`src/rtl/rpnev_pkg.sv`:
```
// Shared types and constants for the RPN expression evaluator.
// Holds command, status and sequencer types; no dependencies.
`timescale 1ns / 1ps

package rpnev_pkg;

    // Token characters
    localparam logic [7:0] CH_SPACE = 8'h20;
    localparam logic [7:0] CH_PLUS  = 8'h2B;
    localparam logic [7:0] CH_MINUS = 8'h2D;
    localparam logic [7:0] CH_STAR  = 8'h2A;
    localparam logic [7:0] CH_SLASH = 8'h2F;
    localparam logic [7:0] CH_ZERO  = 8'h30;
    localparam logic [7:0] CH_NINE  = 8'h39;

    // Command queue geometry
    localparam int CMDQ_DEPTH = 4;
    localparam int CMDQ_AW    = 2;
    localparam int CMDQ_CW    = 3;

    // Operand width and divider step counter width
    localparam int WORD_W   = 32;
    localparam int DIV_CW   = 5;

    typedef enum logic [2:0] {
        ST_OK        = 3'd0,
        ST_BAD_TOKEN = 3'd1,
        ST_UNDERFLOW = 3'd2,
        ST_DIV_ZERO  = 3'd3,
        ST_OVERFLOW  = 3'd4,
        ST_LEFTOVER  = 3'd5
    } t_status;

    typedef enum logic [2:0] {
        ACT_NOP  = 3'd0,
        ACT_PUSH = 3'd1,
        ACT_ADD  = 3'd2,
        ACT_SUB  = 3'd3,
        ACT_MUL  = 3'd4,
        ACT_DIV  = 3'd5,
        ACT_BAD  = 3'd6
    } t_act;

    // One classified token command from the front end
    typedef struct packed {
        t_act       act;
        logic [3:0] digit;
        logic       last;
    } t_cmd;

    typedef enum logic [2:0] {
        S_IDLE   = 3'd0,
        S_DECODE = 3'd1,
        S_EXEC   = 3'd2,
        S_DIV    = 3'd3,
        S_WB     = 3'd4,
        S_FIN    = 3'd5,
        S_OUT    = 3'd6
    } t_back_state;

endpackage

```
`src/rtl/rpnev_cmd_fifo.sv`:
```
// Short command queue between the tokenizer and the stack engine.
// Depends on rpnev_pkg for the command type and queue geometry.
`timescale 1ns / 1ps

module rpnev_cmd_fifo (
    input  logic               i_clk,
    input  logic               i_rst_n,
    input  logic               i_wr,
    input  rpnev_pkg::t_cmd    i_wr_data,
    input  logic               i_rd,
    output logic               o_full,
    output logic               o_empty,
    output rpnev_pkg::t_cmd    o_head
);

    rpnev_pkg::t_cmd r_mem [rpnev_pkg::CMDQ_DEPTH];
    logic [rpnev_pkg::CMDQ_AW-1:0] r_wp;
    logic [rpnev_pkg::CMDQ_AW-1:0] r_rp;
    logic [rpnev_pkg::CMDQ_CW-1:0] r_cnt;
    logic do_wr;
    logic do_rd;

    assign o_full  = (r_cnt == rpnev_pkg::CMDQ_CW'(rpnev_pkg::CMDQ_DEPTH));
    assign o_empty = (r_cnt == '0);
    assign o_head  = r_mem[r_rp];
    assign do_wr   = i_wr && !o_full;
    assign do_rd   = i_rd && !o_empty;

    // Store entries
    always_ff @(posedge i_clk) begin
        if (do_wr) begin
            r_mem[r_wp] <= i_wr_data;
        end
    end

    // Advance pointers and occupancy
    always_ff @(posedge i_clk) begin
        if (!i_rst_n) begin
            r_wp  <= '0;
            r_rp  <= '0;
            r_cnt <= '0;
        end else begin
            if (do_wr) begin
                r_wp <= r_wp + 1'b1;
            end
            if (do_rd) begin
                r_rp <= r_rp + 1'b1;
            end
            if (do_wr && !do_rd) begin
                r_cnt <= r_cnt + 1'b1;
            end else if (do_rd && !do_wr) begin
                r_cnt <= r_cnt - 1'b1;
            end
        end
    end

    a_no_write_when_full: assert property (@(posedge i_clk) disable iff (!i_rst_n)
        i_wr |-> !o_full)
        else $error("command written into a full queue");

endmodule

```
`config.mk`:
```
export PLATFORM = sky130hd
export DESIGN_NAME = rpnev_cmd_fifo
export DESIGN_NICKNAME = d
export VERILOG_FILES = /design/src/rtl/rpnev_pkg.sv /design/src/rtl/rpnev_cmd_fifo.sv
export SDC_FILE = /design/constraint.sdc
export NUM_CORES = 1
export LEC_CHECK = 0
export ABC_CLOCK_PERIOD_IN_PS = 2300
export BUFFER_PORTS_ARGS = -buffer_cell sky130_fd_sc_hd__buf_2
export CORE_ASPECT_RATIO = 0.5
export CORE_MARGIN = 2
export CORE_UTILIZATION = 55
export CTS_BUF_LIST = sky130_fd_sc_hd__clkbuf_4 sky130_fd_sc_hd__clkbuf_8 sky130_fd_sc_hd__clkbuf_16
export DETAILED_ROUTE_END_ITERATION = 16
export HOLD_SLACK_MARGIN = 0.02
export MAX_ROUTING_LAYER = met4
export PLACE_DENSITY = 0.77
export SYNTH_ARGS = -nofsm -noshare
export SYNTH_HDL_FRONTEND = slang
export SYNTH_SLANG_ARGS = --single-unit
```
`constraint.sdc`:
```
create_clock -name i_clk -period 2.3 [get_ports i_clk]
set_input_delay 0.345 -clock i_clk [delete_from_list [all_inputs] [get_ports i_clk]]
set_output_delay 0.345 -clock i_clk [all_outputs]
set_load 0.1 [all_outputs]
```
==> out/summary.txt, run 1 <==
main combinational cell family by area after synthesis: multiplexers
Worst Setup End Kind: output port
drt pass-1 iters: 4
Worst Hold Class: input port to flip-flop
DRC viols: 0
PostCTS Resize Cnt: 0
outcome: complete, no violations
initial antenna violation count: 0
Total GRT Usage: 18.3%
max cap viols: 0
vias in the first global route: 877
Slew @ Worst Pin: 0.534 ns
Initial Util: 60.3%
Root Driver: clkbuf_8
Setup TNS Final: 0 ns
FF+latch count, synth: 41
site row count: 13
Mapped Cells: 90
filler cell count: 177
Max Root-Sink Buffers: 2
crit start category: flip-flop
Reg clk slew, reported paths: 0.08 ns
WP data arrival: 1.84 ns
Synth Area in Simple Gates: 6.18%
Synth Area in Adders: 5.04%
Antenna Cells: 0
RSZ-0062 raised after global routing: false
period utilisation layout: 94.8%
reg2reg setup slack: 0.26 ns
H-tree levels: 2
post-CTS setup buffers: 0
Antenna Nets Post-Route: 0
crit path max fanout: 8
f_max: 459 MHz
Overflow after GRT: 0
worst skew pair latency: 0.28 ns
DR vias/cell: 5.32
Placer Congestion: 0.650
P&R area growth vs syn: 16.4%
Slew Limit Fails: 0
Total Nets Final: 133
RR Startpoint: r_cnt[2]
xor and xnor area share after synthesis: 2.14%
global-route wire length before repair: 4.22 mm
Core Util, Final: 70.2%
Clock Skews: 0.00704 ns
I/O pin count: 22
syn avg cell area: 18.2 sq um
buffers added on ports: 21
routed len/inst: 17.2 um
Setup CP Type: flip-flop to output port
total die area: 3460 sq um
final setup violation count: 0
DIE WIDTH: 81.2 um
Synth warnings: 0
CTS tree: built
mux cell area share after synthesis: 12.8%
Tmin final: 2.18 ns
largest net degree at the start of global routing: 13
layout cells sized above 1: 39.1%
Post-Syn Area: 1640 sq um
compound-cell area share of the yosys netlist: 2.06%
clk sink count: 41
routed via count: 808
hpwl dp: 1.91 mm
CORE AREA: 2720 sq um
post-synthesis net count: 108
Detailed Route WL: 2.61 mm
final hold vios: 0
post-synthesis sequential area ratio: 69.6%
Hold Path Origin: i_wr_data[3]
Distinct cells, synth: 23
Max-slew headroom: 64.4%
commonest non-fill, non-tap cell in the layout: edfxtp_1
WP data required: 1.96 ns
commonest non-fill, non-tap cells in the layout: edfxtp_1, buf_2, mux4_2, and2_1, dfxtp_1
initial DRC count: 63
Inserted Clock Buffers: 5
Die H: 42.6 um
hold buffers post-CTS: 0
[logic make-up after synthesis]
group           Yosys count
buf+inv                   7
compound gates            4
xor+xnor                  4
fa+ha+maj                 6
mux                      11
flops                    41
simple gates             17
[registers in the layout, summed over array words and instances (netlist names), named ones only]
register  flops
r_cnt         3
r_mem        32
r_rp          2
r_wp          2
[cells in the mapped netlist]
library cell	number	area share, %
a21boi_1	1	0.46
and2_1	8	3.1
buf_1	1	0.23
buf_2	1	0.31
buf_6	1	0.69
clkbuf_1	1	0.23
dfxtp_1	9	11
edfxtp_1	32	59
fa_1	1	1.2
ha_1	5	3.8
inv_1	3	0.69
mux2i_1	3	1.8
mux4_2	8	11
nand2_1	4	0.92
nor2b_1	2	0.76
nor3_1	1	0.31
nor3b_2	1	0.76
o21ai_0	1	0.31
o311ai_1	1	0.53
o31ai_2	1	0.76
or3_1	1	0.38
xnor2_1	3	1.6
xor2_1	1	0.53
[stage by stage]
stage / instance area (sq um) / hold WS, ns / cells / setup WS [ns]
final: 1910 / 0.274 / 152 / 0.119
after global routing: 1910 / 0.266 / 152 / 0.0114
after detailed placement: 1800 / 0.507 / 145 / 0.273
after CTS: 1910 / 0.269 / 152 / 0.0835
after global placement: 1800 / 0.479 / 145 / 0.352
after floorplan: 1670 / 0.444 / 90 / -0.151
[metal layers]
metal	vias up	GRT usage, %	part of all wire, %
li1	386	-	-
met1	403	19.6	40
met4	0	5.08	0.80
met3	3	5.17	3.9
met5	-	-	0
met2	16	33.2	55
[path summary, 6_finish.rpt]
kind | cells after the start | end
max reg2reg | 8 | r_cnt[2]
max | 2 | o_head[7]
min reg2reg | 2 | r_wp[1]
min | 1 | r_mem[2][3]
[layout make-up]
class / instances / area, sq um / share of cell area [%]
Tap cell: 37 / 46.3 / 2.43
Timing Repair Buffer: 22 / 113 / 5.90
Clock inverter: 2 / 35.0 / 1.84
Multi-Input combinational cell: 42 / 487 / 25.5
Clock buffer: 5 / 68.8 / 3.61
Inverter: 3 / 11.3 / 0.590
Sequential cell: 41 / 1150 / 60.1
[worst max-delay path: stages, from the launching register on]
cell,delay (ns)
dfxtp_1,0.66
mux4_2,0.59
buf_2,0.31
Power of run 1 is not shown: default switching activity piles up to over one toggle a cycle in this logic, so the estimate is an artifact.
==> run 2, diff against run 1 <==
- ABC_CLOCK_PERIOD_IN_PS: 2300 -> 1910
- CORE_UTILIZATION: 55 -> 50
- PLACE_DENSITY: 0.77 -> 0.74
- clock period: 2.3 -> 1.91 ns (I/O delays scaled with it)
==> out/summary.txt, run 2 (synthesis gave the netlist of run 1 again) <==
Clock Skews: 0.00342 ns (was 0.00704 ns)
final setup violation count: 0 (unchanged)
RR Startpoint: r_cnt[1] (was r_cnt[2])
largest reg by FF count: r_mem (unchanged)
outcome: complete, no violations (unchanged)
Antenna Nets Post-Route: 0 (unchanged)
Max Root-Sink Buffers: 2 (unchanged)
Slew Limit Fails: 0 (unchanged)
Lkg Pwr: 0.740 nW
buffers added on ports: 21 (unchanged)
max reg flops: 32 (unchanged)
vias in the first global route: 808 (was 877)
Max-slew headroom: 67.9% (was 64.4%)
Placed Cells incl. Taps: 156 (was 145)
Reg area: 1150 sq um (about the same)
total die area: 3780 sq um (was 3460 sq um)
clk sink count: 41 (unchanged)
Worst VDD drop: 0.00119 V
crit start category: flip-flop (unchanged)
max cap viols: 0 (unchanged)
layout cells sized above 1: 48.4% (was 39.1%)
drt pass-1 iters: 4 (unchanged)
hpwl dp: 1.68 mm (was 1.91 mm)
routed len/inst: 14.8 um (was 17.2 um)
f_max: 526 MHz
non-filler cells in the finished layout: 166 (was 152)
Overflow after GRT: 0 (unchanged)
reg2reg path depth: 7 (was 8)
CTS tree: built (unchanged)
Antenna Cells: 0 (unchanged)
final hold vios: 0 (unchanged)
routed via count: 827 (was 808)
Inserted Clock Buffers: 5 (unchanged)
Slew @ Worst Pin: 0.484 ns (was 0.534 ns)
WP data required: 2.13 ns (was 1.96 ns)
Reg clk slew, reported paths: 0.07 ns (was 0.08 ns)
Total Nets Final: 143 (was 133)
DR vias/cell: 4.98 (was 5.32)
RSZ-0062 raised after global routing: true (was false)
DRC viols: 0 (unchanged)
Root Driver: clkbuf_8 (unchanged)
worst skew pair latency: 0.28 ns (about the same)
Setup CP Type: flip-flop to flip-flop (was flip-flop to output port)
H-tree levels: 2 (unchanged)
CORE AREA: 3070 sq um (was 2720 sq um)
Die H: 44.5 um (was 42.6 um)
initial DRC count: 16 (was 63)
Core Util, Final: 65.8% (was 70.2%)
Hold Crit Depth: 1 (unchanged)
DIE WIDTH: 85.0 um (was 81.2 um)
commonest non-fill, non-tap cell in the layout: edfxtp_1 (unchanged)
Total GRT Usage: 14.6% (was 18.3%)
multi-input logic area: 513 sq um (was 487 sq um)
Initial Util: 53.5% (was 60.3%)
Detailed Route WL: 2.45 mm (was 2.61 mm)
crit path from: r_cnt[1]
I/O pin count: 22 (unchanged)
WP data arrival: 2.12 ns (was 1.84 ns)
global-route wire length before repair: 3.73 mm (was 4.22 mm)
period utilisation layout: 99.6%
Regs by FF count: r_mem (32), r_cnt (3) (unchanged)
crit path max fanout: 4 (was 8)
commonest non-fill, non-tap cells in the layout: edfxtp_1, buf_4, buf_2, mux4_2, dfxtp_1 (was edfxtp_1, buf_2, mux4_2, and2_1, dfxtp_1)
P&R area growth vs syn: 23.1% (was 16.4%)
Hold Path Origin: i_wr_data[2] (was i_wr_data[3])
Power Density: 1630 nW/um^2
largest net degree at the start of global routing: 13 (unchanged)
Tmin final: 1.90 ns
filler cell count: 214 (was 177)
site row count: 14 (was 13)
Worst Setup End Kind: flip-flop (was output port)
initial antenna violation count: 0 (unchanged)
Worst Hold Class: input port to flip-flop (unchanged)
Placer Congestion: 0.741 (was 0.650)
[run 2: cell types whose count changed in the layout (fill, tap and decap cells not counted), sizes merged]
cell	before	now
bufinv	1	0
buf	22	32
clkinv	1	3
[run 2: worst max-delay path, cell delays in order (launching register included)]
cell      delay [ns]
dfxtp_2         0.36
o31ai_4         0.32
ha_4            0.19
inv_2           0.04
fa_2            0.34
xor2_2          0.15
or3_1           0.30
a21boi_1        0.13
[run 2: worst paths after layout]
check / slack [ns] / to
hold reg to reg: 0.51 / r_wp[1]
hold / removal: 0.21 / r_mem[2][2]
setup / recovery: 0.008 / r_cnt[2]
setup reg to reg: 0.008 / r_cnt[2]
[run 2: metrics by stage]
step / setup WS [ns] / power, W / TNS (ns) / hold WS [ns] / area [sq um]
floorplan: -0.554 / 0.00241 / -5.24 / 0.385 / 1680
global placement: 0.00288 / 0.00266 / 0 / 0.490 / 1880
detailed placement: -0.0654 / 0.00268 / -0.0654 / 0.496 / 1880
CTS: 0.000114 / 0.00324 / 0 / 0.203 / 1980
global route: -0.0650 / 0.00342 / -0.0650 / 0.209 / 2020
finish: 0.00755 / 0.00328 / 0 / 0.212 / 2020
[run 2: timing repair]
| item | CTS | global route |
|---|---|---|
| cloned | 0 | 0 |
| pin swaps | 1 | 3 |
| hold buffers | 0 | 0 |
| gates resized for setup | 7 | 9 |
| setup buffers | 0 | 2 |
| setup endpoints to repair | 6 | 6 |
[run 2: area by class of cell]
| class | instances | share of cell area (%) |
|---|---|---|
| inverters | 3 | 0.558 |
| repair buffers | 32 | 10.5 |
| clock inverters | 3 | 0.620 |
| well taps | 40 | 2.48 |
| multi-input cells | 42 | 25.4 |
| clock buffers | 5 | 3.41 |
| flip-flops and latches | 41 | 57.0 |
[run 2: per-layer routing]
layer	vias to the layer above	share of wire, %	track usage (%)
met3	5	4.4	5.04
met4	0	1.3	6.98
met2	19	52	24.2
li1	409	-	-
met1	394	43	16.3
met5	-	0	-
[run 2: power breakdown]
part | switching [W] | leakage [nW] | internal [W]
sequential | 0.0000863 | 0.369 | 0.00111
combinational | 0.00105 | 0.328 | 0.000520
clock | 0.000269 | 0.0430 | 0.000246
total | 0.00141 | 0.740 | 0.00187
Power figures use the tool's default switching activity.
