File: src/rtl/rpnev_pkg.sv
// Shared types and constants for the RPN expression evaluator.
// Holds command, status and sequencer types; no dependencies.
`timescale 1ns / 1ps

package rpnev_pkg;

    // Token characters
    localparam logic [7:0] CH_SPACE = 8'h20;
    localparam logic [7:0] CH_PLUS  = 8'h2B;
    localparam logic [7:0] CH_MINUS = 8'h2D;
    localparam logic [7:0] CH_STAR  = 8'h2A;
    localparam logic [7:0] CH_SLASH = 8'h2F;
    localparam logic [7:0] CH_ZERO  = 8'h30;
    localparam logic [7:0] CH_NINE  = 8'h39;

    // Command queue geometry
    localparam int CMDQ_DEPTH = 4;
    localparam int CMDQ_AW    = 2;
    localparam int CMDQ_CW    = 3;

    // Operand width and divider step counter width
    localparam int WORD_W   = 32;
    localparam int DIV_CW   = 5;

    typedef enum logic [2:0] {
        ST_OK        = 3'd0,
        ST_BAD_TOKEN = 3'd1,
        ST_UNDERFLOW = 3'd2,
        ST_DIV_ZERO  = 3'd3,
        ST_OVERFLOW  = 3'd4,
        ST_LEFTOVER  = 3'd5
    } t_status;

    typedef enum logic [2:0] {
        ACT_NOP  = 3'd0,
        ACT_PUSH = 3'd1,
        ACT_ADD  = 3'd2,
        ACT_SUB  = 3'd3,
        ACT_MUL  = 3'd4,
        ACT_DIV  = 3'd5,
        ACT_BAD  = 3'd6
    } t_act;

    // One classified token command from the front end
    typedef struct packed {
        t_act       act;
        logic [3:0] digit;
        logic       last;
    } t_cmd;

    typedef enum logic [2:0] {
        S_IDLE   = 3'd0,
        S_DECODE = 3'd1,
        S_EXEC   = 3'd2,
        S_DIV    = 3'd3,
        S_WB     = 3'd4,
        S_FIN    = 3'd5,
        S_OUT    = 3'd6
    } t_back_state;

endpackage

File: src/rtl/rpnev_div.sv
// Iterative signed divider, truncating toward zero, one quotient bit per cycle.
// Depends on rpnev_pkg for the word width and step counter width.
`timescale 1ns / 1ps

module rpnev_div (
    input  logic                          i_clk,
    input  logic                          i_rst_n,
    input  logic                          i_start,
    input  logic [rpnev_pkg::WORD_W-1:0]  i_dividend,
    input  logic [rpnev_pkg::WORD_W-1:0]  i_divisor,
    output logic                          o_busy,
    output logic                          o_done,
    output logic [rpnev_pkg::WORD_W-1:0]  o_quotient
);

    localparam int W = rpnev_pkg::WORD_W;

    logic [W-1:0] r_rem;
    logic [W-1:0] r_quo;
    logic [W-1:0] r_dvs;
    logic         r_neg;
    logic         r_busy;
    logic         r_done;
    logic [rpnev_pkg::DIV_CW-1:0] r_cnt;
    logic [W:0]   trial;
    logic [W:0]   diff;

    // One restoring step on the magnitudes
    assign trial = {r_rem, r_quo[W-1]};
    assign diff  = trial - {1'b0, r_dvs};

    always_ff @(posedge i_clk) begin
        if (!i_rst_n) begin
            r_busy <= 1'b0;
            r_done <= 1'b0;
            r_cnt  <= '0;
        end else begin
            r_done <= 1'b0;
            if (i_start) begin
                r_busy <= 1'b1;
                r_cnt  <= '0;
            end else if (r_busy) begin
                r_cnt <= r_cnt + 1'b1;
                if (r_cnt == rpnev_pkg::DIV_CW'(W - 1)) begin
                    r_busy <= 1'b0;
                    r_done <= 1'b1;
                end
            end
        end
    end

    // Load magnitudes, then shift in one quotient bit per cycle
    always_ff @(posedge i_clk) begin
        if (i_start) begin
            r_rem <= '0;
            r_quo <= i_dividend[W-1] ? (W'(0) - i_dividend) : i_dividend;
            r_dvs <= i_divisor[W-1] ? (W'(0) - i_divisor) : i_divisor;
            r_neg <= i_dividend[W-1] ^ i_divisor[W-1];
        end else if (r_busy) begin
            if (!diff[W]) begin
                r_rem <= diff[W-1:0];
                r_quo <= {r_quo[W-2:0], 1'b1};
            end else begin
                r_rem <= trial[W-1:0];
                r_quo <= {r_quo[W-2:0], 1'b0};
            end
        end
    end

    assign o_busy     = r_busy;
    assign o_done     = r_done;
    assign o_quotient = r_neg ? (W'(0) - r_quo) : r_quo;

endmodule

File: src/rtl/rpnev_back.sv
// Stack engine: executes token commands on the operand stack memory and
// holds the finished result. Depends on rpnev_pkg and rpnev_div.
`timescale 1ns / 1ps

module rpnev_back #(
    parameter int STACK_ENTRIES = 64
) (
    input  logic                   i_clk,
    input  logic                   i_rst_n,
    input  logic                   i_fifo_empty,
    input  rpnev_pkg::t_cmd        i_cmd,
    output logic                   o_fifo_pop,
    output logic                   o_empty,
    input  logic                   i_pop,
    output logic signed [31:0]     o_value,
    output logic [2:0]             o_status
);

    localparam int AW = (STACK_ENTRIES > 1) ? $clog2(STACK_ENTRIES) : 1;
    localparam int DW = $clog2(STACK_ENTRIES + 1);
    localparam int W  = rpnev_pkg::WORD_W;

    rpnev_pkg::t_back_state r_state, n_state;
    rpnev_pkg::t_status     r_err, n_err;
    rpnev_pkg::t_status     r_out_status, n_out_status;
    rpnev_pkg::t_cmd        r_cmd, n_cmd;
    logic [DW-1:0]          r_depth, n_depth;
    logic [W-1:0]           r_res, n_res;
    logic                   r_out_valid, n_out_valid;
    logic [W-1:0]           r_out_value, n_out_value;

    logic [W-1:0] r_stack [STACK_ENTRIES];
    logic [W-1:0] r_rd_a;
    logic [W-1:0] r_rd_b;
    logic         mem_we;
    logic [AW-1:0] mem_wa;
    logic [W-1:0] mem_wd;
    logic [AW-1:0] ra_a;
    logic [AW-1:0] ra_b;

    logic [DW-1:0] depth_m1;
    logic [DW-1:0] depth_m2;
    logic          stack_full;
    logic          slot_free;
    logic          div_start;
    logic          div_busy;
    logic          div_done;
    logic [W-1:0]  div_quo;
    rpnev_pkg::t_back_state end_state;

    assign depth_m1   = r_depth - DW'(1);
    assign depth_m2   = r_depth - DW'(2);
    assign stack_full = (r_depth >= DW'(STACK_ENTRIES));
    assign slot_free  = !r_out_valid || i_pop;
    assign end_state  = r_cmd.last ? rpnev_pkg::S_FIN : rpnev_pkg::S_IDLE;

    rpnev_div u_div (
        .i_clk      (i_clk),
        .i_rst_n    (i_rst_n),
        .i_start    (div_start),
        .i_dividend (r_rd_a),
        .i_divisor  (r_rd_b),
        .o_busy     (div_busy),
        .o_done     (div_done),
        .o_quotient (div_quo)
    );

    // Operand stack: one write port, two registered read ports
    always_ff @(posedge i_clk) begin
        if (mem_we) begin
            r_stack[mem_wa] <= mem_wd;
        end
        r_rd_a <= r_stack[ra_a];
        r_rd_b <= r_stack[ra_b];
    end

    // Sequence each command and the end-of-expression result
    always_comb begin
        n_state      = r_state;
        n_err        = r_err;
        n_cmd        = r_cmd;
        n_depth      = r_depth;
        n_res        = r_res;
        n_out_valid  = r_out_valid && !i_pop;
        n_out_value  = r_out_value;
        n_out_status = r_out_status;
        o_fifo_pop   = 1'b0;
        mem_we       = 1'b0;
        mem_wa       = r_depth[AW-1:0];
        mem_wd       = '0;
        ra_a         = depth_m2[AW-1:0];
        ra_b         = depth_m1[AW-1:0];
        div_start    = 1'b0;
        unique case (r_state)
            rpnev_pkg::S_IDLE: begin
                if (!i_fifo_empty) begin
                    o_fifo_pop = 1'b1;
                    n_cmd      = i_cmd;
                    n_state    = rpnev_pkg::S_DECODE;
                end
            end
            rpnev_pkg::S_DECODE: begin
                n_state = end_state;
                if (r_err == rpnev_pkg::ST_OK) begin
                    unique case (r_cmd.act)
                        rpnev_pkg::ACT_NOP: begin
                        end
                        rpnev_pkg::ACT_BAD: begin
                            n_err = rpnev_pkg::ST_BAD_TOKEN;
                        end
                        rpnev_pkg::ACT_PUSH: begin
                            if (stack_full) begin
                                n_err = rpnev_pkg::ST_OVERFLOW;
                            end else begin
                                mem_we  = 1'b1;
                                mem_wa  = r_depth[AW-1:0];
                                mem_wd  = W'(r_cmd.digit);
                                n_depth = r_depth + DW'(1);
                            end
                        end
                        rpnev_pkg::ACT_ADD, rpnev_pkg::ACT_SUB,
                        rpnev_pkg::ACT_MUL, rpnev_pkg::ACT_DIV: begin
                            // operands are read this cycle
                            if (r_depth < DW'(2)) begin
                                n_err = rpnev_pkg::ST_UNDERFLOW;
                            end else begin
                                n_state = rpnev_pkg::S_EXEC;
                            end
                        end
                        default: begin
                        end
                    endcase
                end
            end
            rpnev_pkg::S_EXEC: begin
                n_state = rpnev_pkg::S_WB;
                unique case (r_cmd.act)
                    rpnev_pkg::ACT_ADD: n_res = r_rd_a + r_rd_b;
                    rpnev_pkg::ACT_SUB: n_res = r_rd_a - r_rd_b;
                    rpnev_pkg::ACT_MUL: n_res = r_rd_a * r_rd_b;
                    rpnev_pkg::ACT_DIV: begin
                        if (r_rd_b == '0) begin
                            n_err   = rpnev_pkg::ST_DIV_ZERO;
                            n_state = end_state;
                        end else begin
                            div_start = 1'b1;
                            n_state   = rpnev_pkg::S_DIV;
                        end
                    end
                    default: n_state = end_state;
                endcase
            end
            rpnev_pkg::S_DIV: begin
                if (div_done) begin
                    n_res   = div_quo;
                    n_state = rpnev_pkg::S_WB;
                end
            end
            rpnev_pkg::S_WB: begin
                // pop one, replace the new top
                mem_we  = 1'b1;
                mem_wa  = depth_m2[AW-1:0];
                mem_wd  = r_res;
                n_depth = depth_m1;
                n_state = end_state;
            end
            rpnev_pkg::S_FIN: begin
                ra_a    = '0;
                n_state = rpnev_pkg::S_OUT;
            end
            rpnev_pkg::S_OUT: begin
                ra_a = '0;
                if (slot_free) begin
                    n_out_valid = 1'b1;
                    n_out_value = '0;
                    if (r_err != rpnev_pkg::ST_OK) begin
                        n_out_status = r_err;
                    end else if (r_depth != DW'(1)) begin
                        n_out_status = rpnev_pkg::ST_LEFTOVER;
                    end else begin
                        n_out_status = rpnev_pkg::ST_OK;
                        n_out_value  = r_rd_a;
                    end
                    n_depth = '0;
                    n_err   = rpnev_pkg::ST_OK;
                    n_state = rpnev_pkg::S_IDLE;
                end
            end
            default: n_state = rpnev_pkg::S_IDLE;
        endcase
    end

    always_ff @(posedge i_clk) begin
        if (!i_rst_n) begin
            r_state     <= rpnev_pkg::S_IDLE;
            r_err       <= rpnev_pkg::ST_OK;
            r_depth     <= '0;
            r_out_valid <= 1'b0;
        end else begin
            r_state     <= n_state;
            r_err       <= n_err;
            r_depth     <= n_depth;
            r_out_valid <= n_out_valid;
        end
    end

    // Payload registers
    always_ff @(posedge i_clk) begin
        r_cmd        <= n_cmd;
        r_res        <= n_res;
        r_out_value  <= n_out_value;
        r_out_status <= n_out_status;
    end

    assign o_empty  = !r_out_valid;
    assign o_value  = r_out_value;
    assign o_status = r_out_status;

    a_depth_bound: assert property (@(posedge i_clk) disable iff (!i_rst_n)
        r_depth <= DW'(STACK_ENTRIES))
        else $error("stack depth beyond capacity");

    a_div_alive: assert property (@(posedge i_clk) disable iff (!i_rst_n)
        (r_state == rpnev_pkg::S_DIV) |-> (div_busy || div_done))
        else $error("waiting on an idle divider");

    a_err_value_zero: assert property (@(posedge i_clk) disable iff (!i_rst_n)
        (r_out_valid && r_out_status != rpnev_pkg::ST_OK) |-> (r_out_value == '0))
        else $error("error result carries a nonzero value");

    a_no_overwrite: assert property (@(posedge i_clk) disable iff (!i_rst_n)
        (r_out_valid && !i_pop) |=> (r_out_valid && $stable(r_out_value)))
        else $error("waiting result lost or overwritten");

endmodule

File: config.mk
export PLATFORM = sky130hd
export DESIGN_NAME = rpnev_back
export DESIGN_NICKNAME = d
export VERILOG_FILES = /design/src/rtl/rpnev_pkg.sv /design/src/rtl/rpnev_div.sv /design/src/rtl/rpnev_back.sv
export SDC_FILE = /design/constraint.sdc
export NUM_CORES = 2
export LEC_CHECK = 0
export BUFFER_PORTS_ARGS = -buffer_cell sky130_fd_sc_hd__buf_2
export CORE_MARGIN = 5
export CORE_UTILIZATION = 30
export DETAILED_ROUTE_END_ITERATION = 10
export PLACE_DENSITY = 0.47
export SYNTH_ARGS = -nofsm -noshare
export SYNTH_HDL_FRONTEND = slang
export SYNTH_SLANG_ARGS = --single-unit
export TNS_END_PERCENT = 10
File: constraint.sdc
create_clock -name i_clk -period 20.8 [get_ports i_clk]
set_input_delay 2.08 -clock i_clk [delete_from_list [all_inputs] [get_ports i_clk]]
set_output_delay 2.08 -clock i_clk [all_outputs]
set_load 0.01 [all_outputs]
==> metrics.txt <==
Die W=658.0 um; crit path kind=flop to flop; CTS clk-pin slew, worst paths=0.06 ns; Synth Net Count=between 9k and 10k; crit-path cells=and2_1 > fa_1 > fa_1 > fa_1 > inv_1 > fa_1 > inv_1 > fa_1 > inv_1 > fa_1 > inv_1 > fa_1 > fa_1 > ha_1 > and3_1 > and2_1 > a221oi_1 > o32ai_1 > a21oi_1 > o21ai_0 > o31ai_1 > xnor2_1 > a221oi_1; top_reg_cell synth=edfxtp_1; hold buffers post-CTS=0; Arrival @ worst endpoint=approximately 8.9 ns; FP Rows=238; via-per-instance ratio=roughly 5.8; Antenna Nets Post-Route=0; I/O pin total=49; WL final=477700 um; GRT Util Overall=21.50%; gr ovfl total=0; Via Count=81.75k; CTS tree=done; slack of the critical path=12.62 ns; initial core utilization=30.05%; Core Area=419300 um2; setup total negative slack=0 ns; crit path launch type=flop; Crit Path Max Fanout=30; number of buffers created by CTS=between 200 and 300; clock network latency to the later pin of the worst-skew pair=0.91 ns; Post-Synthesis Cell Area=126000 um2; Clock Tree Buf Depth=4; IO Port Bufs=48; GR Layer Usage met3=5.118%; Tcrit/Tclk final=39.32%; library cells used by synthesis=between 80 and 90; met2 Use GR=~34%; Initial DRC Count=between 10k and 15k; die height=658.0 um; Post-Syn Area per Cell=between 10 and 15 um2; hold slack=0.4715 ns; first-pass GRT wire length=665800 um; Sink Count=2305; vias in the first global route=82.86k; CP delay by family, top=adder cells; GR Util met1=28.82%; Setup-failing EPs final=0; Post-CTS Resized=0; Post-DP Area=~130000 um2; Req. time, crit path=about 22 ns; gp weighted congestion=0.8580; register area share after synthesis=54.01%; final instance area=142000 um2; Final Hold Fails=0; critical path's slowest cell=dfxtp_1; clk root buf=clkbuf_16; slew margin rel.=under 10%; synthesized instance count=8458; EDFF count, synth=around 2.2k; Post CTS Setup Buffer Count=0; initial antenna violation count=52; CTS H-tree lvls=5; max_cap viols=0; Yosys reg bits=roughly 2.3k; area grow syn2layout=12.71%; DP Wirelength=between 200000 and 300000 um; Crit path top cell by count=fa_1; CP Capture Type=flop; synth warn=0; DR WL/cell=33.76 um; Post-layout nets=9009; die footprint=433000 um2; drt first pass iters=6; ratio of cells with drive above 1 in the final layout=about a fifth; Place WS=approximately 13 ns; RSZ-0062 raised after global routing=false; Async SR Flop Fraction=0%; Buf+Inv Stages, Crit Path=4; drt drc=0; Fmax=122.3 MHz; Tmin final=8.179 ns; Setup Skew=0.04254 ns; Worst Tran Pin Value=1.468 ns; Hold Crit Class=flop to flop; Final Slew Violations=0; outcome=finished, final reports clean; Largest stage delay, worst path=1.02 ns; most used routing layer=met2; largest net degree at the start of global routing=104
-- kinds of logic after synthesis --
logic type      after synthesis  share of synthesized area, %
flops                      2305                         54.01
simple gates               1782                         6.752
compound gates             1240                         6.599
mux                        1180                         19.06
buf+inv                    1078                         3.253
fa+ha+maj                   608                         8.481
xor+xnor                    265                         1.842
-- final timing paths --
check / from / end / slack, ns / cells past startpoint
worst min register to register: r_err[2] / r_err[2] / 0.47 / 2
worst max register to register: r_rd_b[6] / r_res[31] / 12.62 / 23
worst min-delay path: r_err[2] / r_err[2] / 0.47 / 2
worst max-delay path: r_rd_b[6] / r_res[31] / 12.62 / 23
-- synthesized netlist by cell type, drive strengths merged, types with 46 or more instances --
cell type / n / area, um2
nor2: 213 / 799.5
o311a: 46 / 460.4
ha: 198 / 2477
buf: 143 / 589.3
nand2: 819 / 3074
inv: 445 / 1670
o211ai: 80 / 600.6
nand3: 89 / 445.4
and2: 377 / 2359
edfxtp: 2188 / 65700
xnor2: 141 / 1235
o21ai: 295 / 1476
or3: 106 / 668.1
o221ai: 111 / 972.2
mux2i: 199 / 1992
dfxtp: 117 / 2342
a211oi: 117 / 878.3
a21oi: 248 / 1241
fa: 410 / 8208
mux4: 975 / 21960
clkbuf: 489 / 1836
xor2: 124 / 1086
-- through the flow --
step / std cells / utilization, %
2_1_floorplan: 8458 / -
6_report: 14148 / 33.87
3_3_place_gp: 13634 / 31.82
5_1_grt: 14130 / 33.86
3_5_place_dp: 13634 / 31.82
4_1_cts: 14117 / 33.85
-- state kept, by name (all words and copies together) (netlist names) --
register / flops
r_err: 3
r_state: 3
u_div.r_neg: 1
u_div.r_rem: 32
o_status: 3
u_div.o_done: 1
o_value: 32
r_res: 32
u_div.o_busy: 1
u_div.r_cnt: 5
r_rd_b: 32
u_div.r_quo: 32
u_div.r_dvs: 32
r_cmd: 8
r_depth: 7
r_rd_a: 32
r_out_valid: 1
r_stack: 2048
-- placed cells by master (no fill, tap or decap), drive strengths merged, types with 199 or more instances in the layout --
master / count
mux4: 975
a21oi: 248
clkbuf: 358
nor2: 213
fa: 410
o21ai: 295
inv: 457
mux2i: 199
nand2: 819
and2: 377
buf: 288
edfxtp: 2188
-- metal layers --
layer  part of all wire (%)  wire length, um
met2                     46           219600
met4                    4.2            20180
met3                    9.3            44260
met1                     41           193500
met5                  0.022              105
-- worst register-to-register path, stage by stage (launching register included) --
cell and delay (ns):
dfxtp_1 1.02, and2_1 0.27, fa_1 0.45, fa_1 0.49, fa_1 0.54, inv_1 0.06, fa_1 0.49, inv_1 0.07
fa_1 0.50, inv_1 0.06, fa_1 0.56, inv_1 0.07, fa_1 0.50, fa_1 0.43, ha_1 0.36, and3_1 0.24
and2_1 0.16, a221oi_1 0.50, o32ai_1 0.19, a21oi_1 0.21, o21ai_0 0.20, o31ai_1 0.28, xnor2_1 0.11, a221oi_1 0.24
-- cell type report --
cell class              count  area, um2
fillers                 40053     277300
clock inverters           125       1013
flip-flops and latches   2305      68070
repair buffers            288       2130
diodes                     31      77.57
clock buffers             358       7520
multi-input cells        5075      54610
well taps                5520       6907
inverters                 446       1683
Power is left out: the tool's default activity adds up to more than one toggle a clock period on the data nets, which glitch-free logic cannot reach.
