===== src/rtl/rpnev_pkg.sv =====
// Shared types and constants for the RPN expression evaluator.
// Holds command, status and sequencer types; no dependencies.
`timescale 1ns / 1ps

package rpnev_pkg;

    // Token characters
    localparam logic [7:0] CH_SPACE = 8'h20;
    localparam logic [7:0] CH_PLUS  = 8'h2B;
    localparam logic [7:0] CH_MINUS = 8'h2D;
    localparam logic [7:0] CH_STAR  = 8'h2A;
    localparam logic [7:0] CH_SLASH = 8'h2F;
    localparam logic [7:0] CH_ZERO  = 8'h30;
    localparam logic [7:0] CH_NINE  = 8'h39;

    // Command queue geometry
    localparam int CMDQ_DEPTH = 4;
    localparam int CMDQ_AW    = 2;
    localparam int CMDQ_CW    = 3;

    // Operand width and divider step counter width
    localparam int WORD_W   = 32;
    localparam int DIV_CW   = 5;

    typedef enum logic [2:0] {
        ST_OK        = 3'd0,
        ST_BAD_TOKEN = 3'd1,
        ST_UNDERFLOW = 3'd2,
        ST_DIV_ZERO  = 3'd3,
        ST_OVERFLOW  = 3'd4,
        ST_LEFTOVER  = 3'd5
    } t_status;

    typedef enum logic [2:0] {
        ACT_NOP  = 3'd0,
        ACT_PUSH = 3'd1,
        ACT_ADD  = 3'd2,
        ACT_SUB  = 3'd3,
        ACT_MUL  = 3'd4,
        ACT_DIV  = 3'd5,
        ACT_BAD  = 3'd6
    } t_act;

    // One classified token command from the front end
    typedef struct packed {
        t_act       act;
        logic [3:0] digit;
        logic       last;
    } t_cmd;

    typedef enum logic [2:0] {
        S_IDLE   = 3'd0,
        S_DECODE = 3'd1,
        S_EXEC   = 3'd2,
        S_DIV    = 3'd3,
        S_WB     = 3'd4,
        S_FIN    = 3'd5,
        S_OUT    = 3'd6
    } t_back_state;

endpackage


===== src/rtl/rpnev_front.sv =====
// Front end: tokenizes the byte stream and emits one command per token.
// Depends on rpnev_pkg for command types and character codes.
`timescale 1ns / 1ps

module rpnev_front (
    input  logic               i_clk,
    input  logic               i_rst_n,
    input  logic               i_accept,
    input  logic [7:0]         i_char,
    input  logic               i_last,
    output logic               o_cmd_valid,
    output rpnev_pkg::t_cmd    o_cmd
);

    logic       r_prev;
    logic [7:0] r_pend;
    logic       n_prev;
    logic [7:0] n_pend;
    logic       emit;
    rpnev_pkg::t_cmd cmd;

    // Map a single-character token to its command
    function automatic rpnev_pkg::t_cmd classify(input logic [7:0] c);
        rpnev_pkg::t_cmd k;
        k.digit = c[3:0];
        k.last  = 1'b0;
        if (c >= rpnev_pkg::CH_ZERO && c <= rpnev_pkg::CH_NINE) begin
            k.act = rpnev_pkg::ACT_PUSH;
        end else if (c == rpnev_pkg::CH_PLUS) begin
            k.act = rpnev_pkg::ACT_ADD;
        end else if (c == rpnev_pkg::CH_MINUS) begin
            k.act = rpnev_pkg::ACT_SUB;
        end else if (c == rpnev_pkg::CH_STAR) begin
            k.act = rpnev_pkg::ACT_MUL;
        end else if (c == rpnev_pkg::CH_SLASH) begin
            k.act = rpnev_pkg::ACT_DIV;
        end else begin
            k.act = rpnev_pkg::ACT_BAD;
        end
        return k;
    endfunction

    // Decide what the current byte does to the token in progress
    always_comb begin
        emit      = 1'b0;
        n_prev    = r_prev;
        n_pend    = r_pend;
        cmd.act   = rpnev_pkg::ACT_NOP;
        cmd.digit = 4'd0;
        cmd.last  = i_last;
        if (i_char == rpnev_pkg::CH_SPACE) begin
            if (r_prev) begin
                emit      = 1'b1;
                cmd       = classify(r_pend);
                cmd.last  = i_last;
            end
            n_prev = 1'b0;
        end else if (r_prev) begin
            // second character inside a token
            emit    = 1'b1;
            cmd.act = rpnev_pkg::ACT_BAD;
        end else begin
            n_pend = i_char;
            n_prev = 1'b1;
            if (i_last) begin
                cmd      = classify(i_char);
                cmd.last = 1'b1;
            end
        end
        // close the expression on the last byte
        if (i_last) begin
            emit   = 1'b1;
            n_prev = 1'b0;
            n_pend = 8'd0;
        end
    end

    always_ff @(posedge i_clk) begin
        if (!i_rst_n) begin
            r_prev <= 1'b0;
            r_pend <= 8'd0;
        end else if (i_accept) begin
            r_prev <= n_prev;
            r_pend <= n_pend;
        end
    end

    assign o_cmd_valid = i_accept && emit;
    assign o_cmd       = cmd;

endmodule


===== config.mk =====
export PLATFORM = sky130hd
export DESIGN_NAME = rpnev_front
export DESIGN_NICKNAME = d
export VERILOG_FILES = /design/src/rtl/rpnev_pkg.sv /design/src/rtl/rpnev_front.sv
export SDC_FILE = /design/constraint.sdc
export NUM_CORES = 1
export LEC_CHECK = 0
export BUFFER_PORTS_ARGS = -buffer_cell sky130_fd_sc_hd__buf_2
export CORE_MARGIN = 5
export CORE_UTILIZATION = 45
export CTS_CLUSTER_DIAMETER = 100
export DETAILED_ROUTE_END_ITERATION = 6
export GPL_TIMING_DRIVEN = 0
export PLACE_DENSITY = 0.73
export SETUP_SLACK_MARGIN = 0.15
export SLEW_MARGIN = 20
export SYNTH_ARGS = -nofsm -noshare
export SYNTH_HDL_FRONTEND = slang
export SYNTH_SLANG_ARGS = --single-unit

===== constraint.sdc =====
create_clock -name i_clk -period 1.65 [get_ports i_clk]
set_input_delay 0.33 -clock i_clk [delete_from_list [all_inputs] [get_ports i_clk]]
set_output_delay 0.33 -clock i_clk [all_outputs]
set_load 0.01 [all_outputs]

==> results.ini, run 1 <==
[synth]
synth_area_leaders=dfxtp_1 24%, a21boi_0 8.0%, nand3b_1 8.0%
yosys.area.top_type=dfxtp_1
yosysWarnings=0
yosysUniqueCellTypes=38
syn_nets=103
synth_seq_cells=9
synth_flop_cell=dfxtp_1
synth_edf_count=0
syn_area_um2=752.0
synth_cells=91
synth_top_area_share_pct=23.96
synth_area_per_cell_um2=8.263
ys_seq_area_share_pct=23.96
ys_async_sr_fraction_pct=0

[clocking]
root_buffer=clkbuf_4
cts.clk_slew.worst_paths_ns=0.07
cts_max_level=1
cts_buffers=3
clock-sinks=9
cts_buffer_depth=2
cts_tree=built
clk_latency_ns=0.28

[worst_setup_path]
critPathMaxStageDelay_ns=0.56
r2r_slack_ns=0.39
r2r_cells=3
cp.required_ns=1.32
critical_path_buf_inv_count=2
worstSetupEndpointType=output pin
startpoint=i_char[0]
critPathArrivalTime_ns=1.62
crit_chain=clkbuf_16 > or4_4 > nor3_4 > a32o_2 > buf_6
critPathTopFamily=simple AND/OR/NAND/NOR gates
path_depth=5
crit_type=primary input to output pin
reg2reg_from=r_prev
worst-path-max-fanout=5
slowest_stage=or4_4
crit_path_start_kind=primary input
r2r-end=r_pend[3]
cp-endpoint=o_cmd[1]

[cells_and_area]
syn2layout_area_growth_pct=38.27
nets=130
diodes=0
layout_common_cells=14 x buf_2, 8 x nand3b_1, 8 x a21boi_0
layout.cells.non_filler=133
final_common_cell=buf_2
drive_gt1_share_pct=46.15
final_cell_area_um2=1040
fin_util_pct=67.45

[sta]
setup_tns_ns=-1.658
setup_viol=7
fin_skew_ns=0.003708
drv_slew=0
hold_viol=0
tightest_slew_ns=0.5115
period_minus_slack_ns=1.952
rsz0062_at_grt=true
setup_slack_ns=-0.3022
fmax_mhz=512.3
period_share_pct=118.3
slew_headroom_pct=65.71

[drt]
via_per_inst=6.556
drt-pass1-iter-count=4
wl_per_cell_um=18.05
vias=872
drc=0
postRouteAntennaNets=0
wl_um=2400
drtIter0Drc=40

[pwr]
p_int_w=0.0004051
p_sw_w=0.0001930
p_leak_nw=0.4073
swShare_pct=32.26
p_comb_share_pct=28.9
pwr-share-clk_pct=31.1
ir_drop_mv=0.3868
powerDensity_nw_per_um2=575.2
p_seq_share_pct=40.1

[floorplan]
die_area_um2=2589
rows=14
die_w_um=50.88
initial_core_util_pct=48.78
core_area_um2=1541
ios=21
die_y_um=50.88

[grt]
grtUsageTotal_pct=19.39
overflow=0
antenna_found_initial=0
grt_pass1_vias=860
grt_start_max_net_pins=11
grt_pass1_wl_um=3939

[outcome]
violations=setup timing
status=finished, violations left

[place]
place_area_um2=875.8
place.gp.congestion=0.8554
dp_worst_setup_slack_ns=-0.3394
dpl.hpwl_um=1549
dp_cells=125
port-buffer-count=18

[worst_hold_path]
hold_class=primary input to flop

[flow_run]
cap_violations=0

-- per-layer routing --
layer / track usage (%) / vias to the layer above / wire length [µm]
met2: 29.96 / 39 / 1219
met5: 0 / - / 0
met4: 8.511 / 0 / 41
met1: 25.49 / 419 / 992
met3: 4.651 / 7 / 147
li1: - / 407 / -
-- Yosys cell counts, types with 2 or more instances --
| library cell | instances |
|---|---|
| a21boi_0 | 8 |
| a21oi_1 | 3 |
| a22oi_1 | 7 |
| a32o_1 | 5 |
| buf_4 | 2 |
| clkbuf_1 | 2 |
| dfxtp_1 | 9 |
| inv_1 | 5 |
| nand2_1 | 4 |
| nand3_1 | 4 |
| nand3b_1 | 8 |
| nor2_1 | 2 |
| nor2b_1 | 2 |
| nor3_1 | 2 |
| nor3b_1 | 2 |
| o21ai_0 | 3 |
| xnor2_1 | 2 |
-- sequential cells by signal (all words and copies together), names as in the netlist --
signal,cells
r_prev,1
r_pend,8
-- logic make-up after synthesis --
family / after synthesis / share of synthesized area, %
and+or+nand+nor: 33 / 29.45
xor gates and xnor gates: 3 / 3.495
DFF: 9 / 23.96
AOI/OAI and AO/OA: 34 / 34.78
buffers and inverters: 12 / 8.318
-- per-stage QoR --
stage          total power, W  hold slack (ns)
2_1_floorplan       0.0003307           0.4476
4_1_cts             0.0005911           0.3315
3_3_place_gp        0.0003796           0.4897
6_report            0.0005981           0.3318
3_5_place_dp        0.0003835           0.4928
5_1_grt             0.0006340           0.3336
-- worst min-delay path by stage --
stage | end | slack (ns) | from | cells after the start
after floorplan | r_prev | 0.45 | i_rst_n | 1
after global placement | r_pend[5] | 0.49 | r_pend[5] | 2
after detailed placement | r_pend[5] | 0.49 | r_pend[5] | 2
after CTS | r_pend[5] | 0.33 | i_char[5] | 3
after global routing | r_pend[5] | 0.33 | i_char[5] | 3
final | r_pend[5] | 0.33 | i_char[5] | 3
-- power by group through the flow --
stage	registers, W	logic, W	clock network, W
3_5_place_dp	0.000241	0.000142	0
3_3_place_gp	0.000241	0.000139	0
4_1_cts	0.000237	0.000162	0.000192
6_report	0.000240	0.000173	0.000186
2_1_floorplan	0.000238	0.0000928	0
5_1_grt	0.000241	0.000185	0.000207
-- layout make-up --
class / instances / area [µm²]
plain buffers: 7 / 70.07
clock buffers: 4 / 26.28
fillers: 132 / 501.7
inverters: 5 / 18.77
multi-input cells: 70 / 564.3
flip-flops and latches: 9 / 188.9
well taps: 16 / 20.02
repair buffers: 22 / 151.4
-- repair_timing --
action | CTS | global route
pin swaps | 6 | 5
resized for setup | 15 | 12
endpoints found under the setup margin | 8 | 16
hold buffers | 0 | 0
buffers inserted | 3 | 1
-- worst register-to-register path: stages (launching register included) --
cell and delay (ns):
dfxtp_2 0.34, nor3_2 0.46, a22oi_1 0.14, a21boi_0 0.22
No activity file was read; power rests on OpenSTA's default activity.
==> inputs of run 2 (changes only) <==
--- a/config.mk
+++ b/config.mk
@@ -13,6 +13,7 @@
 export GPL_TIMING_DRIVEN = 0
 export PLACE_DENSITY = 0.73
 export SETUP_SLACK_MARGIN = 0.15
+export SKIP_LAST_GASP = 1
 export SLEW_MARGIN = 20
 export SYNTH_ARGS = -nofsm -noshare
 export SYNTH_HDL_FRONTEND = slang
==> results.ini, run 2 (synthesis results as in run 1) <==
[grt]
antenna_found_initial=0  ; unchanged
grt_pass1_vias=860  ; unchanged
overflow=0  ; unchanged
grt_pass1_wl_um=3939  ; unchanged
grt_start_max_net_pins=11  ; unchanged
grtUsageTotal_pct=19.39  ; unchanged

[clocking]
clk_latency_ns=0.27  ; about the same
clock-sinks=9  ; unchanged
cts_buffer_depth=2  ; unchanged
cts_buffers=3  ; unchanged
root_buffer=clkbuf_4
cts.clk_slew.worst_paths_ns=0.07  ; about the same
cts_tree=built
cts_max_level=1  ; unchanged

[floorplan]
die_area_um2=2589  ; unchanged
core_area_um2=1541  ; unchanged
initial_core_util_pct=48.78  ; unchanged
die_y_um=50.88  ; unchanged
rows=14  ; unchanged
die_w_um=50.88  ; unchanged
ios=21  ; unchanged

[place]
dpl.hpwl_um=1549  ; unchanged
place.gp.congestion=0.8554  ; unchanged
dp_cells=125  ; unchanged
port-buffer-count=18  ; unchanged
dp_worst_setup_slack_ns=-0.3394  ; unchanged

[pwr]
powerDensity_nw_per_um2=577.5  ; +0.40%
p_leak_nw=0.4073  ; about the same
swShare_pct=32.29  ; about the same
p_comb_share_pct=29.0  ; about the same
p_seq_share_pct=40.1  ; about the same
ir_drop_mv=0.3850  ; -0.48%
finalPower_w=0.0005983  ; about the same
p_sw_w=0.0001932  ; +0.14%
p_int_w=0.0004051  ; about the same
pwr-share-clk_pct=31.0  ; about the same

[cells_and_area]
reg_top3=r_pend: 8 flops, r_prev: 1 flops
nets=130  ; unchanged
fill_cells=133  ; +0.76%
final_common_cell=buf_2
layout_common_cells=14 x buf_2, 8 x nand3b_1, 8 x a21boi_0
drive_gt1_share_pct=45.30  ; -0.85 points
regMostFlops=r_pend
layout.cells.non_filler=133  ; unchanged
largest_reg_flops=8  ; unchanged
diodes=0  ; unchanged
syn2layout_area_growth_pct=37.77

[outcome]
status=finished, violations left
violations=setup timing

[worst_setup_path]
cp.required_ns=1.32  ; about the same
crit_type=primary input to output pin
worst-path-max-fanout=5  ; unchanged
crit_path_start_kind=primary input
worstSetupEndpointType=output pin
critPathArrivalTime_ns=1.62  ; about the same

[sta]
period_share_pct=118.2  ; about the same
fmax_mhz=512.5  ; about the same
drv_slew=0  ; unchanged
hold_viol=0  ; unchanged
fin_skew_ns=0.001927  ; -0.001781 ns
rsz0062_at_grt=true
hold_slack_ns=0.3345  ; +0.002614 ns
tightest_slew_ns=0.5280  ; +0.01654 ns
setup_viol=7  ; unchanged
period_minus_slack_ns=1.951  ; -0.001120 ns
setup_slack_ns=-0.3011  ; +0.001120 ns
slew_headroom_pct=64.61  ; -1.1 points

[drt]
drtIter0Drc=40  ; unchanged
postRouteAntennaNets=0  ; unchanged
vias=864  ; -0.92%
wl_um=2411  ; +0.46%
drc=0  ; unchanged
wl_per_cell_um=18.13  ; +0.46%
via_per_inst=6.496  ; -0.92%
drt-pass1-iter-count=4  ; unchanged

[flow_run]
cap_violations=0  ; unchanged

[worst_hold_path]
hold_class=primary input to flop

## run 2: cell counts in the layout (fill, tap and decap cells not counted)
Identical to the previous run, type by type.
## run 2: stage by stage
step           util, %  TNS [ns]  instance area (µm²)
5_1_grt          67.21    -2.065                 1036
2_1_floorplan        -   -0.5119                765.7
6_report         67.21    -1.647                 1036
3_5_place_dp     56.82    -2.168                875.8
3_3_place_gp     56.82    -2.016                875.8
4_1_cts          64.29    -1.362                991.0
## run 2: power groups by stage
stage          clock network (W)  registers (W)  logic (W)
3_3_place_gp                   0       0.000241   0.000139
4_1_cts                 0.000192       0.000237   0.000162
3_5_place_dp                   0       0.000241   0.000142
6_report                0.000185       0.000240   0.000173
2_1_floorplan                  0       0.000238  0.0000928
5_1_grt                 0.000207       0.000241   0.000185
## run 2: worst max-delay path, stage by stage
cell and delay, ns:
clkbuf_16 0.13, or4_4 0.56, nor3_4 0.25, a32o_2 0.25
buf_6 0.10
## run 2: final timing paths
path,cells past startpoint,startpoint,slack (ns),end
worst max-delay path,5,i_char[0],-0.30,o_cmd[1]
worst min-delay path,3,i_char[5],0.33,r_pend[5]
worst max register to register,3,r_prev,0.38,r_pend[3]
worst min register to register,2,r_pend[5],0.50,r_pend[5]
## run 2: metal layers
metal | vias up | global-route usage (%) | part of all wire [%]
li1 | 406 | - | -
met1 | 411 | 25.49 | 42
met2 | 40 | 29.96 | 50
met3 | 7 | 4.651 | 6.8
met4 | 0 | 8.511 | 1.7
met5 | - | 0 | 0
## run 2: layout make-up
type                            instances  area [µm²]  area share (%)
Multi-Input combinational cell         70       560.5           54.11
Sequential cell                         9       188.9           18.24
Timing Repair Buffer                   22       151.4           14.61
Buffer                                  7       70.07           6.763
Clock buffer                            4       26.28           2.536
Tap cell                               16       20.02           1.932
Inverter                                5       18.77           1.812
## run 2: timing repair
action / 4_1_cts / 5_1_grt
pin swaps: 6 / 5
endpoints found under the hold margin: 0 / 0
setup buffers: 3 / 1
gates resized for setup: 15 / 11
setup endpoints to repair: 8 / 16
hold buffers: 0 / 0
==> inputs of run 3 (changes only) <==
--- a/config.mk
+++ b/config.mk
@@ -11,7 +11,7 @@
 export CTS_CLUSTER_DIAMETER = 100
 export DETAILED_ROUTE_END_ITERATION = 6
 export GPL_TIMING_DRIVEN = 0
-export PLACE_DENSITY = 0.73
+export PLACE_DENSITY = 0.7
 export SETUP_SLACK_MARGIN = 0.15
 export SKIP_LAST_GASP = 1
 export SLEW_MARGIN = 20
==> results.ini, run 3 (synthesis results as in run 1) <==
[cells_and_area]
final_cell_area_um2=1046  ; +0.97%
largest_reg_flops=8  ; unchanged
final_common_cell=buf_2
reg_top3=r_pend: 8 flops, r_prev: 1 flops
fin_util_pct=67.86  ; +0.65 points
layout.cells.non_filler=133  ; unchanged
syn2layout_area_growth_pct=39.10
fill_cells=122  ; -8.3%
nets=130  ; unchanged
drive_gt1_share_pct=48.72  ; +3.4 points
regMostFlops=r_pend
diodes=0  ; unchanged
layout_common_cells=14 x buf_2, 8 x nand3b_1, 8 x a21boi_0, 7 x a22oi_1, 7 x dfxtp_2

[worst_hold_path]
hold_class=primary input to flop

[sta]
period_minus_slack_ns=1.862  ; -0.08868 ns
rsz0062_at_grt=true
setup_slack_ns=-0.2124  ; +0.08868 ns
drv_slew=0  ; unchanged
hold_slack_ns=0.3488  ; +0.01431 ns
tightest_slew_ns=0.5145  ; -0.01354 ns
fmax_mhz=537.0  ; +4.8%
fin_skew_ns=0.001611  ; -0.0003157 ns
setup_tns_ns=-1.232  ; +0.4157 ns
setup_viol=7  ; unchanged
hold_viol=0  ; unchanged
slew_headroom_pct=65.51  ; +0.91 points
period_share_pct=112.9  ; -5.4 points

[worst_setup_path]
worstSetupEndpointType=output pin
r2r-end=r_pend[4]
crit_type=primary input to output pin
critPathArrivalTime_ns=1.53  ; -0.09 ns
critical_path_buf_inv_count=2  ; unchanged
slowest_stage=or4_4
cp-endpoint=o_cmd[1]
critPathMaxStageDelay_ns=0.55  ; about the same
reg2reg_from=r_prev
startpoint=i_char[2]
r2r_cells=3  ; unchanged
cp.required_ns=1.32  ; about the same
crit_chain=buf_12 > or4_4 > nor3_4 > a32o_2 > buf_6
path_depth=5  ; unchanged
crit_path_start_kind=primary input
critPathTopFamily=simple AND/OR/NAND/NOR gates
worst-path-max-fanout=5  ; unchanged
r2r_slack_ns=0.44  ; +0.06 ns

[drt]
route.met3.wl_um=152  ; -7.9%
wl_per_cell_um=16.62  ; -8.3%
wl_um=2211  ; -8.3%
via_per_inst=6.353  ; -2.2%
vias=845  ; -2.2%
top_layer=met4
postRouteAntennaNets=0  ; unchanged
drc=0  ; unchanged
met2_length_um=1104  ; -7.6%
drtIter0Drc=27  ; -33%
drt-pass1-iter-count=4  ; unchanged
routedLengthMet1_um=936  ; -7.2%

[place]
port-buffer-count=18  ; unchanged
place_area_um2=875.8  ; unchanged
dp_cells=125  ; unchanged
dpl.hpwl_um=1511  ; -2.4%
place.gp.congestion=0.8540  ; -0.16%

[outcome]
status=finished, violations left
violations=setup timing

[grt]
overflow=0  ; unchanged
grt_pass1_wl_um=3726  ; -5.4%
antenna_found_initial=0  ; unchanged
grtUsageTotal_pct=18.01  ; -1.4 points
grt_pass1_vias=870  ; +1.2%
grt_start_max_net_pins=11  ; unchanged

[pwr]
powerDensity_nw_per_um2=556.0  ; -3.7%
ir_drop_mv=0.5104  ; +33%
p_leak_nw=0.4119  ; +1.1%

[floorplan]
ios=21  ; unchanged
initial_core_util_pct=48.78  ; unchanged
core_area_um2=1541  ; unchanged
die_w_um=50.88  ; unchanged
die_area_um2=2589  ; unchanged
die_y_um=50.88  ; unchanged
rows=14  ; unchanged

[clocking]
cts_max_level=1  ; unchanged
cts.clk_slew.worst_paths_ns=0.06  ; about the same
cts_tree=built
clk_latency_ns=0.26  ; about the same
clock-sinks=9  ; unchanged
cts_buffers=3  ; unchanged
root_buffer=clkbuf_4
cts_buffer_depth=2  ; unchanged

[flow_run]
cap_violations=0  ; unchanged

==> run 3: how the worst min path moves through the flow <==
stage	start	end	slack, ns	depth (start not counted)
after global routing	i_char[5]	r_pend[5]	0.36	3
after global placement	r_pend[5]	r_pend[5]	0.49	2
final	i_char[5]	r_pend[5]	0.35	3
after detailed placement	r_pend[5]	r_pend[5]	0.49	2
after floorplan	i_rst_n	r_prev	0.45	1
after CTS	i_char[5]	r_pend[5]	0.35	3
==> run 3: report_power, final <==
part / internal, W / switching [W] / total [W]
clock network: 0.0000933 / 0.0000780 / 0.000171
registers: 0.000227 / 0.0000113 / 0.000238
logic: 0.0000848 / 0.0000872 / 0.000172
total: 0.000405 / 0.000176 / 0.000582
==> run 3: timing repair <==
item	in CTS	in global routing
hold endpoints to repair	0	0
pin swaps	12	8
setup endpoints to repair	7	16
buffers inserted	3	1
gates cloned	0	0
gates resized for setup	21	14
hold buffers	0	0
==> run 3: worst register-to-register path, stage by stage, from the launching register on <==
cell      delay (ns)
dfxtp_2         0.33
nor3_2          0.46
a22oi_1         0.13
a21boi_0        0.20
==> run 3: cell type report <==
cell class / instances / area [µm²] / area share (%)
multi-input cells: 70 / 566.8 / 54.19
flip-flops and latches: 9 / 192.7 / 18.42
repair buffers: 22 / 151.4 / 14.47
plain buffers: 7 / 70.07 / 6.699
clock buffers: 4 / 26.28 / 2.512
well taps: 16 / 20.02 / 1.914
inverters: 5 / 18.77 / 1.794
==> run 3: layer usage <==
metal,track usage [%],up-vias
met3,5.814,4
met5,0,-
met2,30.58,33
met4,3.830,0
met1,22.08,402
li1,-,406
==> run 3: metrics by stage <==
stage          power (W)  worst slack (ns)
2_1_floorplan  0.0003307           -0.1209
3_3_place_gp   0.0003804           -0.3310
3_5_place_dp   0.0003828           -0.3411
4_1_cts        0.0005797           -0.2012
5_1_grt        0.0006227           -0.2469
6_report       0.0005815           -0.2124
